## src/rtl/lpe_pkg.sv

```systemverilog
package lpe_pkg;

   localparam logic [3:0] HDR_LEN     = 4'd8;
   localparam logic [3:0] MAGIC_LEN   = 4'd4;
   localparam logic [3:0] HDR_VERSION = 4'd4;
   localparam logic [3:0] HDR_ALG     = 4'd5;
   localparam logic [3:0] HDR_ORACLE  = 4'd6;
   localparam logic [1:0] LAST_FIELD  = 2'd3;

   localparam int unsigned CSR_INDEX_W = 2;
   localparam logic [CSR_INDEX_W-1:0] CSR_EXPECTED_VERSION = 2'd0;
   localparam logic [CSR_INDEX_W-1:0] CSR_ALG_UNKNOWN      = 2'd1;
   localparam logic [CSR_INDEX_W-1:0] CSR_ORACLE_UNKNOWN   = 2'd2;

   localparam logic [2:0] ST_OK        = 3'd0;
   localparam logic [2:0] ST_SHORT     = 3'd1;
   localparam logic [2:0] ST_MAGIC     = 3'd2;
   localparam logic [2:0] ST_TRUNCATED = 3'd3;
   localparam logic [2:0] ST_TRAILING  = 3'd4;
   localparam logic [2:0] ST_VERSION   = 3'd5;
   localparam logic [2:0] ST_UNKNOWN   = 3'd6;

   typedef enum logic [2:0] {
      PH_HEADER  = 3'd0,
      PH_LEN_LO  = 3'd1,
      PH_LEN_HI  = 3'd2,
      PH_PAYLOAD = 3'd3,
      PH_DONE    = 3'd4
   } phase_type;

   typedef struct packed {
      logic       has_payload;
      logic [1:0] field_index;
      logic [7:0] payload_byte;
      logic       done_res;
      logic [2:0] status;
      logic [7:0] version;
      logic [7:0] algorithm;
      logic [7:0] oracle;
      logic [7:0] flags;
   } rsp_type;

   function automatic logic [7:0] magic_byte(input logic [1:0] idx);
      logic [7:0] b;
      case (idx)
         2'd0:    b = 8'h50;
         2'd1:    b = 8'h51;
         2'd2:    b = 8'h43;
         default: b = 8'h46;
      endcase
      return b;
   endfunction

endpackage

```

## src/rtl/lpe_front.sv

```systemverilog
module lpe_front
   import lpe_pkg::*;
(
   input  logic                   clock,
   input  logic                   reset,
   input  logic                   csr_we,
   input  logic [CSR_INDEX_W-1:0] csr_index,
   input  logic [7:0]             csr_wdata,
   input  logic                   req_valid,
   output logic                   req_ready,
   input  logic [7:0]             req_in_byte,
   input  logic                   req_is_last,
   input  logic                   q_full,
   output logic                   push,
   output rsp_type                push_data
);

   logic [7:0]  exp_version_ff, alg_unknown_ff, oracle_unknown_ff;
   phase_type   phase_ff, phase_in;
   logic [3:0]  hdr_cnt_ff, hdr_cnt_in;
   logic [1:0]  field_ff, field_in;
   logic [15:0] left_ff, left_in;
   logic        magic_good_ff, magic_good_in;
   logic        trailing_ff, trailing_in;
   logic [7:0]  version_ff, version_in;
   logic [7:0]  alg_ff, alg_in;
   logic [7:0]  oracle_ff, oracle_in;
   logic [7:0]  flags_ff, flags_in;
   logic        accept, pay;
   logic [2:0]  status;

   assign req_ready = !q_full;
   assign accept    = req_valid && req_ready;

   always_ff @(posedge clock) begin
      if (reset) begin
         exp_version_ff    <= 8'd1;
         alg_unknown_ff    <= 8'd0;
         oracle_unknown_ff <= 8'd0;
      end else if (csr_we) begin
         case (csr_index)
            CSR_EXPECTED_VERSION: exp_version_ff    <= csr_wdata;
            CSR_ALG_UNKNOWN:      alg_unknown_ff    <= csr_wdata;
            CSR_ORACLE_UNKNOWN:   oracle_unknown_ff <= csr_wdata;
            default: ;
         endcase
      end
   end

   always_ff @(posedge clock) begin
      if (reset) begin
         phase_ff      <= PH_HEADER;
         hdr_cnt_ff    <= 4'd0;
         field_ff      <= 2'd0;
         left_ff       <= 16'd0;
         magic_good_ff <= 1'b1;
         trailing_ff   <= 1'b0;
         version_ff    <= 8'd0;
         alg_ff        <= 8'd0;
         oracle_ff     <= 8'd0;
         flags_ff      <= 8'd0;
      end else if (accept) begin
         if (req_is_last) begin
            phase_ff      <= PH_HEADER;
            hdr_cnt_ff    <= 4'd0;
            field_ff      <= 2'd0;
            left_ff       <= 16'd0;
            magic_good_ff <= 1'b1;
            trailing_ff   <= 1'b0;
            version_ff    <= 8'd0;
            alg_ff        <= 8'd0;
            oracle_ff     <= 8'd0;
            flags_ff      <= 8'd0;
         end else begin
            phase_ff      <= phase_in;
            hdr_cnt_ff    <= hdr_cnt_in;
            field_ff      <= field_in;
            left_ff       <= left_in;
            magic_good_ff <= magic_good_in;
            trailing_ff   <= trailing_in;
            version_ff    <= version_in;
            alg_ff        <= alg_in;
            oracle_ff     <= oracle_in;
            flags_ff      <= flags_in;
         end
      end
   end

   always_comb begin
      phase_in      = phase_ff;
      hdr_cnt_in    = hdr_cnt_ff;
      field_in      = field_ff;
      left_in       = left_ff;
      magic_good_in = magic_good_ff;
      trailing_in   = trailing_ff;
      version_in    = version_ff;
      alg_in        = alg_ff;
      oracle_in     = oracle_ff;
      flags_in      = flags_ff;
      pay           = 1'b0;
      case (phase_ff)
         PH_HEADER: begin
            if (hdr_cnt_ff < MAGIC_LEN) begin
               if (req_in_byte != magic_byte(hdr_cnt_ff[1:0])) magic_good_in = 1'b0;
            end else if (hdr_cnt_ff == HDR_VERSION) begin
               version_in = req_in_byte;
            end else if (hdr_cnt_ff == HDR_ALG) begin
               alg_in = req_in_byte;
            end else if (hdr_cnt_ff == HDR_ORACLE) begin
               oracle_in = req_in_byte;
            end else begin
               flags_in = req_in_byte;
            end
            if (hdr_cnt_ff < HDR_LEN) hdr_cnt_in = hdr_cnt_ff + 4'd1;
            if (hdr_cnt_in >= HDR_LEN) begin
               phase_in = PH_LEN_LO;
               field_in = 2'd0;
            end
         end
         PH_LEN_LO: begin
            left_in  = {8'd0, req_in_byte};
            phase_in = PH_LEN_HI;
         end
         PH_LEN_HI: begin
            left_in = {req_in_byte, left_ff[7:0]};
            if (left_in == 16'd0) begin
               // zero length: skip straight to the next field, or to done after the last one
               if (field_ff == LAST_FIELD) phase_in = PH_DONE;
               else begin
                  field_in = field_ff + 2'd1;
                  phase_in = PH_LEN_LO;
               end
            end else begin
               phase_in = PH_PAYLOAD;
            end
         end
         PH_PAYLOAD: begin
            pay     = 1'b1;
            left_in = left_ff - 16'd1;
            if (left_in == 16'd0) begin
               if (field_ff == LAST_FIELD) phase_in = PH_DONE;
               else begin
                  field_in = field_ff + 2'd1;
                  phase_in = PH_LEN_LO;
               end
            end
         end
         default: begin
            trailing_in = 1'b1;
         end
      endcase
   end

   always_comb begin
      if (hdr_cnt_in < HDR_LEN)                   status = ST_SHORT;
      else if (!magic_good_in)                    status = ST_MAGIC;
      else if (phase_in != PH_DONE)               status = ST_TRUNCATED;
      else if (trailing_in)                       status = ST_TRAILING;
      else if (version_in != exp_version_ff)      status = ST_VERSION;
      else if (alg_in == alg_unknown_ff || oracle_in == oracle_unknown_ff)
                                                  status = ST_UNKNOWN;
      else                                        status = ST_OK;
   end

   assign push = accept && (pay || req_is_last);

   always_comb begin
      push_data.has_payload  = pay;
      push_data.field_index  = pay ? field_ff : 2'd0;
      push_data.payload_byte = pay ? req_in_byte : 8'd0;
      push_data.done_res     = req_is_last;
      push_data.status       = req_is_last ? status : ST_OK;
      push_data.version      = version_in;
      push_data.algorithm    = alg_in;
      push_data.oracle       = oracle_in;
      push_data.flags        = flags_in;
   end

endmodule

```

## src/rtl/lpe_queue.sv

```systemverilog
module lpe_queue
   import lpe_pkg::*;
#(
   parameter int unsigned DEPTH = 2
) (
   input  logic    clock,
   input  logic    reset,
   input  logic    push,
   input  rsp_type push_data,
   output logic    full,
   input  logic    pop,
   output logic    head_valid,
   output rsp_type head_data
);

   localparam int unsigned PTR_W = (DEPTH > 1) ? $clog2(DEPTH) : 1;
   localparam int unsigned CNT_W = $clog2(DEPTH + 1);

   rsp_type            mem_ff [DEPTH];
   logic [PTR_W-1:0]   wr_ptr_ff, wr_ptr_in;
   logic [PTR_W-1:0]   rd_ptr_ff, rd_ptr_in;
   logic [CNT_W-1:0]   count_ff, count_in;
   logic               do_push, do_pop;

   assign full       = (count_ff == CNT_W'(DEPTH));
   assign head_valid = (count_ff != '0);
   assign head_data  = mem_ff[rd_ptr_ff];
   assign do_push    = push && !full;
   assign do_pop     = pop && head_valid;

   always_comb begin
      wr_ptr_in = wr_ptr_ff;
      rd_ptr_in = rd_ptr_ff;
      count_in  = count_ff;
      if (do_push) begin
         wr_ptr_in = (wr_ptr_ff == PTR_W'(DEPTH - 1)) ? '0 : wr_ptr_ff + PTR_W'(1);
      end
      if (do_pop) begin
         rd_ptr_in = (rd_ptr_ff == PTR_W'(DEPTH - 1)) ? '0 : rd_ptr_ff + PTR_W'(1);
      end
      if (do_push && !do_pop) count_in = count_ff + CNT_W'(1);
      else if (!do_push && do_pop) count_in = count_ff - CNT_W'(1);
   end

   always_ff @(posedge clock) begin
      if (reset) begin
         wr_ptr_ff <= '0;
         rd_ptr_ff <= '0;
         count_ff  <= '0;
      end else begin
         wr_ptr_ff <= wr_ptr_in;
         rd_ptr_ff <= rd_ptr_in;
         count_ff  <= count_in;
      end
   end

   always_ff @(posedge clock) begin
      if (do_push) mem_ff[wr_ptr_ff] <= push_data;
   end

endmodule

```

## src/rtl/lpe_back.sv

```systemverilog
module lpe_back
   import lpe_pkg::*;
(
   input  logic    clock,
   input  logic    reset,
   input  logic    head_valid,
   input  rsp_type head_data,
   output logic    pop,
   output logic    rsp_valid,
   input  logic    rsp_ready,
   output rsp_type rsp_data
);

   logic    out_valid_ff, out_valid_in;
   rsp_type out_ff;

   // refill the output register when it is empty or its word is taken
   assign pop = head_valid && (!out_valid_ff || rsp_ready);

   always_comb begin
      if (pop) out_valid_in = 1'b1;
      else if (rsp_ready) out_valid_in = 1'b0;
      else out_valid_in = out_valid_ff;
   end

   always_ff @(posedge clock) begin
      if (reset) out_valid_ff <= 1'b0;
      else out_valid_ff <= out_valid_in;
   end

   always_ff @(posedge clock) begin
      if (pop) out_ff <= head_data;
   end

   assign rsp_valid = out_valid_ff;
   assign rsp_data  = out_ff;

endmodule

```

## src/rtl/length_prefixed_envelope_parser.sv

```systemverilog
// A word from an accepted byte is written into the queue, then moved to the output register on rsp_*.
// Throughput: one byte per cycle while the queue is not full; header and length bytes that are not final give no word.
// The parse state machine updates in the cycle a byte is accepted; a small queue and an
// output register follow it, so req_ready drops only when the queue is full.
// Reset is synchronous and active high: it clears parse state, queue and output register,
// and returns the three configuration registers to their defaults.
module length_prefixed_envelope_parser
   import lpe_pkg::*;
#(
   parameter int unsigned QUEUE_DEPTH = 2
) (
   input  logic                   clock,
   input  logic                   reset,
   input  logic                   csr_we,
   input  logic [CSR_INDEX_W-1:0] csr_index,
   input  logic [7:0]             csr_wdata,
   input  logic                   req_valid,
   output logic                   req_ready,
   input  logic [7:0]             req_in_byte,
   input  logic                   req_is_last,
   output logic                   rsp_valid,
   input  logic                   rsp_ready,
   output logic                   rsp_has_payload,
   output logic [1:0]             rsp_field_index,
   output logic [7:0]             rsp_payload_byte,
   output logic                   rsp_done_res,
   output logic [2:0]             rsp_status,
   output logic [7:0]             rsp_version_out,
   output logic [7:0]             rsp_algorithm_out,
   output logic [7:0]             rsp_oracle_out,
   output logic [7:0]             rsp_flags_out
);

   logic    q_full, push, pop, head_valid;
   rsp_type push_data, head_data, rsp_data;

   lpe_front u_front (
      .clock       (clock),
      .reset       (reset),
      .csr_we      (csr_we),
      .csr_index   (csr_index),
      .csr_wdata   (csr_wdata),
      .req_valid   (req_valid),
      .req_ready   (req_ready),
      .req_in_byte (req_in_byte),
      .req_is_last (req_is_last),
      .q_full      (q_full),
      .push        (push),
      .push_data   (push_data)
   );

   lpe_queue #(.DEPTH(QUEUE_DEPTH)) u_queue (
      .clock      (clock),
      .reset      (reset),
      .push       (push),
      .push_data  (push_data),
      .full       (q_full),
      .pop        (pop),
      .head_valid (head_valid),
      .head_data  (head_data)
   );

   lpe_back u_back (
      .clock      (clock),
      .reset      (reset),
      .head_valid (head_valid),
      .head_data  (head_data),
      .pop        (pop),
      .rsp_valid  (rsp_valid),
      .rsp_ready  (rsp_ready),
      .rsp_data   (rsp_data)
   );

   assign rsp_has_payload   = rsp_data.has_payload;
   assign rsp_field_index   = rsp_data.field_index;
   assign rsp_payload_byte  = rsp_data.payload_byte;
   assign rsp_done_res      = rsp_data.done_res;
   assign rsp_status        = rsp_data.status;
   assign rsp_version_out   = rsp_data.version;
   assign rsp_algorithm_out = rsp_data.algorithm;
   assign rsp_oracle_out    = rsp_data.oracle;
   assign rsp_flags_out     = rsp_data.flags;

endmodule

```

## config.mk

```make
export PLATFORM = sky130hd
export DESIGN_NAME = length_prefixed_envelope_parser
export DESIGN_NICKNAME = d
export VERILOG_FILES = /design/src/rtl/lpe_pkg.sv /design/src/rtl/lpe_front.sv /design/src/rtl/lpe_queue.sv /design/src/rtl/lpe_back.sv /design/src/rtl/length_prefixed_envelope_parser.sv
export SDC_FILE = /design/constraint.sdc
export NUM_CORES = 1
export LEC_CHECK = 0
export ABC_AREA = 0
export ABC_CLOCK_PERIOD_IN_PS = 4700
export CORE_ASPECT_RATIO = 0.5
export CORE_MARGIN = 2
export CORE_UTILIZATION = 62
export DETAILED_ROUTE_END_ITERATION = 10
export DONT_BUFFER_PORTS = 1
export GPL_ROUTABILITY_DRIVEN = 1
export HOLD_SLACK_MARGIN = 0.02
export PLACE_DENSITY = 0.76
export SETUP_SLACK_MARGIN = 0.2
export SYNTH_ARGS = -nofsm -noshare
export SYNTH_HDL_FRONTEND = slang
export SYNTH_SLANG_ARGS = --single-unit
export TNS_END_PERCENT = 100
```

## constraint.sdc

```tcl
create_clock -name clock -period 4.7 [get_ports clock]
set_input_delay 0.94 -clock clock [delete_from_list [all_inputs] [get_ports clock]]
set_output_delay 0.94 -clock clock [all_outputs]
set_load 0.05 [all_outputs]
```

Word level (Yosys, flattened, before mapping)
Memories as Yosys holds them, arrays and structs flattened. A register that Yosys moved wholly into a read port is not among the register bits.
Index checks and enable logic that the tools add are counted.
- register bits after elaboration: 88
- bits in latches: 0
- RAM bits: 94
- memory bits (read-only): 0
- bits of input ports: 24
- output and inout port bits: 49
- logic and storage cells: 149
- memories kept: 1
- memory list (memory ; depth ; width ; rd ports ; clocked after memory_dff ; wr ports ; RTL line ; source):
    u_queue.mem_ff ; 2 ; 47 ; 1 ; 1 ; 1 ; lpe_queue.sv:19 ; rsp_type mem_ff [DEPTH];
- add/sub/neg operators: 7
- multiply operators: 0
- div/mod/pow operators: 0
- $lt $le $gt $ge: 4
- eq/ne operators: 21
- shifts and indexed selects: 0
- muxes and demuxes: 66
- bitwise logic cells: 0
- reductions and logical operators: 32
- operators by type and width (cell ; number):
    $mux W8 ; 24
    $pmux W16 S3 ; 1
    $mux W3 ; 12
    $logic_not A16 Y1 ; 2
    $eq A8 B8 Y1 ; 2
    $mux W16 ; 1
    $mux W2 ; 8
    $mux W4 ; 4
    $ne A8 B8 Y1 ; 2
    $sub A16 B1 Y16 const B ; 1
    $pmux W5 S3 ; 1
    $mux W1 ; 13
    $eq A4 B3 Y1 const B ; 3
    $pmux W3 S4 ; 1
    $ne A3 B2 Y1 const B ; 3
    $eq A2 B2 Y1 const B ; 4
    $lt A4 B4 Y1 const B ; 2
    $reduce_and A2 Y1 ; 4
    $reduce_bool A4 Y1 ; 2
    $logic_and A1 B1 Y1 ; 7
    $eq A3 B2 Y1 const B ; 2
    $pmux W2 S3 ; 1
    $reduce_bool A2 Y1 ; 3
    $reduce_and A5 Y1 ; 1
    17 further kinds ; 26

Depth between registers and ports, before layout
- depth in word-level cells: 15
- mapped depth: 12
- mapped depth without buffers: 10

By module
Synthesis repeated with hierarchy kept, for this count alone.
- cells, all modules: 830
- area, all modules: 9939.5 um^2
- by module, submodules not included (module ; instances ; cells an instance ; area an instance (um^2) ; seq. area each (um^2)):
    lpe_front ; 1 ; 607 ; 4857.2 ; 1661.6
    lpe_queue ; 1 ; 171 ; 3616.0 ; 2922.8
    lpe_back ; 1 ; 52 ; 1466.4 ; 1431.4

Worst setup path after synthesis
No wires, ideal clock.
- kind: flip-flop to flip-flop
- from: reg u_queue.count_ff[0]
- to: mem u_queue.mem_ff[0][0] in the netlist's numbering (enable)
- library setup time: 452 ps
- data arrival time: 3411 ps
- data required time: 4248 ps
- slack: 837 ps
- cell stages (with the launch flop): 6
- buffers on the path: 1
- clock period less this slack: 3863 ps
- path through: dfxtp_1 nand2b_1 and2_1 clkbuf_1 o21ai_0 nor2_1
- longest elaborated chain between the ends: 7
- ends and longest elaborated chain (item ; RTL line ; source):
    start, declared ; lpe_queue.sv:22 ; logic [CNT_W-1:0] count_ff, count_in;
    start signal, assigned ; lpe_queue.sv:53 ; count_ff <= count_in;
    $eq A2 B2 Y1 (*) ; lpe_queue.sv:25 ; assign full = (count_ff == CNT_W'(DEPTH));
    $logic_not A1 Y1 (*) ; lpe_front.sv:32 ; assign req_ready = !q_full;
    named net req_ready ; length_prefixed_envelope_parser.sv:18 ; output logic req_ready,
    $logic_and A1 B1 Y1 ; lpe_front.sv:33 ; assign accept = req_valid && req_ready;
    $logic_and A1 B1 Y1 ; lpe_front.sv:165 ; assign push = accept && (pay || req_is_last);
    $logic_and A1 B1 Y1 (*) ; lpe_queue.sv:28 ; assign do_push = push && !full;
    $mux W1 (*) ; lpe_queue.sv:58 ; if (do_push) mem_ff[wr_ptr_ff] <= push_data;
    $mux W1 (implied by the code) (*) ; lpe_queue.sv:58 ;
    end, declared ; lpe_queue.sv:19 ;
The timed path passes the listed nets; every way through them passes the cells marked *.

==> results.md <==
* Outcome: complete, no violations
* DP Wirelength at approximately 14000 um
* Lkg Pwr at 4.02 nW
* Postcts setup bufs at 0
* RSZ-0062 raised after global routing: false
* Post-Syn Area at 0.00994 mm^2
* Detail Route Antenna Nets at 0
* Post-synth EDFFs at approximately 140
* Die Y at 93.5 um
* Fillers at 1084
* Design area at between 0.01 and 0.015 mm^2
* Crit path buf inv count at 0
* CP max FO at 18
* WP data arrival at ~3.8 ns
* Top cell type's share of synthesized area at 0.426
* CTS resizes at 0
* CP max stage cell: nor4_2
* R2R depth at 7
* Final worst path period share at 0.755
* Fin. max-slew vios at 0
* PortBufs at 0
* Async S/R FF share, synth at 0
* Share of cells above drive strength 1 at 0.148
* Total Wirelength at ~22000 um
* Syn-to-layout area delta at 8.76%
* CTS tree: yes
* Dpl cells at between 900 and 1k
* Vias per cell at between 6 and 7
* Synthesized net count at 866
* DR DRC count at 0
* Dpl ws at around 1.3 ns
* Slew headroom at 0.279
* Sequential share of the synthesized area at 0.603
* Met1 Routed Length at around 9600 um
* CTS Sinks at roughly 230
* Max Cap Viol at 0
* Internal reg-to-reg setup slack at 1.15 ns
* CP endpoint: u_queue.mem_ff[1][34]
* Die W at approximately 180 um
* DIE AREA at approximately 0.017 mm^2
* Initial Util at 0.640
* Worst IR Drop VDD at just over 0.0003 V
* Leading area contributor after synthesis: edfxtp_1
* Startpoint Class: flop
* Endpoints failing hold at 0
* Clock Latency Late Sink at about 0.50 ns
* # diodes at 0
* Top FF cell, synth: edfxtp_1
* Worst r2r src: u_front.phase_ff[0]
* Post-route insts no fill at just over 1k
* Distinct cell type count after synthesis at 66
* WL/cell at approximately 21 um
* Initial detailed-routing violation count at about 610
* Final setup skew at approximately 0.013 ns
* Family with the most delay on the worst path: simple AND/OR/NAND/NOR gates
* FF-to-FF End: u_queue.mem_ff[1][34]
* Crit end category: flop
* Cell Rows at 32
* Hold Path Depth at 1
* First-pass GRT wire length at 33700 um
* Vias in the first global route at around 6.2k
* Pwr Total at roughly 5.7 mW
* Period minus WS final at ~3.5 ns
* WP data required at between 4 and 5 ns
* Critical Path Max Stage Delay at ~0.69 ns
* Met2 wire length at just under 10000 um
* Metal3 WL at about 1800 um
* Largest net degree at the start of global routing at between 80 and 90
* Ports at 73
* Clock Tree Root: clkbuf_16
* # hold bufs at CTS at 0
* Total GRT Usage at 0.257
* Achievable frequency at approximately 280 MHz
* Synth Register Bits at between 200 and 250
* Worst Setup Path Type: reg -> reg
* Worst hold path type: reg -> reg
* Core Box Area at 0.0155 mm^2
* Initial antenna violation count at 0
* Worst setup margin at ~1.2 ns
* Post-synthesis area per instance at 11.9 um^2
* Nets at between 800 and 900
* Overflow after GRT at 0
* Setup crit start: u_front.phase_ff[0]
* Worst Hold Launch: u_front.field_ff[0]
* GP Congestion at 0.856
* Area contributors post-synth: edfxtp_1 43%, dfxtp_1 18%, mux2_2 7.4%
* YS warnings at 0
* Setup TNS at 0 ns
* Worst-Margin Slew at between 1 and 1.5 ns
* Post-DP Area at 0.0101 mm^2
* Reg clk slew, reported paths at roughly 0.060 ns
* Initial DRT Pass Iterations at 5
* Max Used Layer: met4
* Crit-path cells: nor4_2, and3_1, mux2_2, xor2_1, nor4_1, nor3b_1, a211oi_1
* Levels on crit path at 7
* H-Tree Depth at 1
* Clk buf depth at 3
* TritonCTS Buffers at 20
* Routed via count at 6520
* Setup violators final at 0
* PwrDens at approximately 530 mW/mm^2
* Cells after synthesis at about 830
## sequential cells by signal, summed over array words and instances, names as in the netlist
signal,cells
u_front.version_ff,8
u_front.alg_unknown_ff,8
u_front.flags_ff,8
u_back.rsp_data,47
u_queue.rd_ptr_ff,1
u_front.left_ff,16
u_front.alg_ff,8
u_front.field_ff,2
u_front.trailing_ff,1
u_front.magic_good_ff,1
u_front.hdr_cnt_ff,4
u_front.oracle_unknown_ff,8
u_queue.mem_ff,94
u_front.phase_ff,3
u_front.exp_version_ff,8
u_queue.count_ff,2
u_queue.wr_ptr_ff,1
u_back.rsp_valid,1
u_front.oracle_ff,8
## cells in the final DEF, fill, tap and decap left out, drive strengths merged, types with 17 or more instances in the layout
| master | n |
|---|---|
| nor3 | 20 |
| nand2 | 29 |
| edfxtp | 141 |
| dfxtp | 88 |
| mux2 | 65 |
| a22oi | 43 |
| mux2i | 30 |
| clkbuf | 24 |
| o21ai | 33 |
| nor2 | 114 |
| xor2 | 18 |
| xnor2 | 17 |
| inv | 35 |
| a21oi | 23 |
## cells in the mapped netlist (11+ instances only)
| cell type | number |
|---|---|
| a21oi_1 | 23 |
| nand2_1 | 29 |
| xor2_1 | 18 |
| clkbuf_1 | 38 |
| nor3_1 | 20 |
| dfxtp_1 | 88 |
| nor2_1 | 114 |
| o21ai_0 | 31 |
| inv_1 | 35 |
| nand3_1 | 11 |
| xnor2_1 | 17 |
| mux2_2 | 65 |
| edfxtp_1 | 141 |
| a22oi_1 | 43 |
| mux2i_1 | 30 |
## layout make-up
type,instances,area (um^2),area share
inverters,35,131,0.0122
multi-input cells,518,3610,0.334
clock inverters,12,180,0.0167
well taps,204,255,0.0236
flip-flops and latches,229,6000,0.555
clock buffers,24,568,0.0526
repair buffers,8,60.1,0.00556
## metal layers
layer	vias to the layer above	global-route usage
li1	2998	-
met1	3186	0.358
met2	288	0.402
met3	48	0.0639
met4	0	0.0767
met5	-	0
## worst min-delay path by stage
stage | end | slack [ns]
2_1_floorplan | u_front.field_ff[1] | 0.45
3_3_place_gp | u_front.field_ff[0] | 0.47
3_5_place_dp | u_front.field_ff[0] | 0.47
4_1_cts | u_front.field_ff[0] | 0.49
5_1_grt | u_queue.count_ff[1] | 0.50
6_report | u_front.field_ff[0] | 0.49
## power by group
group | switching (mW) | internal (mW)
registers | 0.745 | 2.50
clock network | 0.711 | 1.14
logic | 0.393 | 0.231
## cells by family after synthesis
family / Yosys count / synth area share
AND/OR/NAND/NOR: 236 / 0.115
AO/OA/AOI/OAI: 144 / 0.102
buffers and inverters: 87 / 0.0345
flip-flops: 229 / 0.603
XOR/XNOR: 35 / 0.0309
multiplexers: 95 / 0.104
adder cells (fa/ha/maj): 8 / 0.0101
## stage by stage
stage	hold WS, ns	utilization
after floorplan	0.450	-
after global placement	0.472	0.647
after detailed placement	0.474	0.647
after CTS	0.489	0.696
after global routing	0.502	0.696
final	0.494	0.696
No activity file was read; power rests on OpenSTA's default activity.
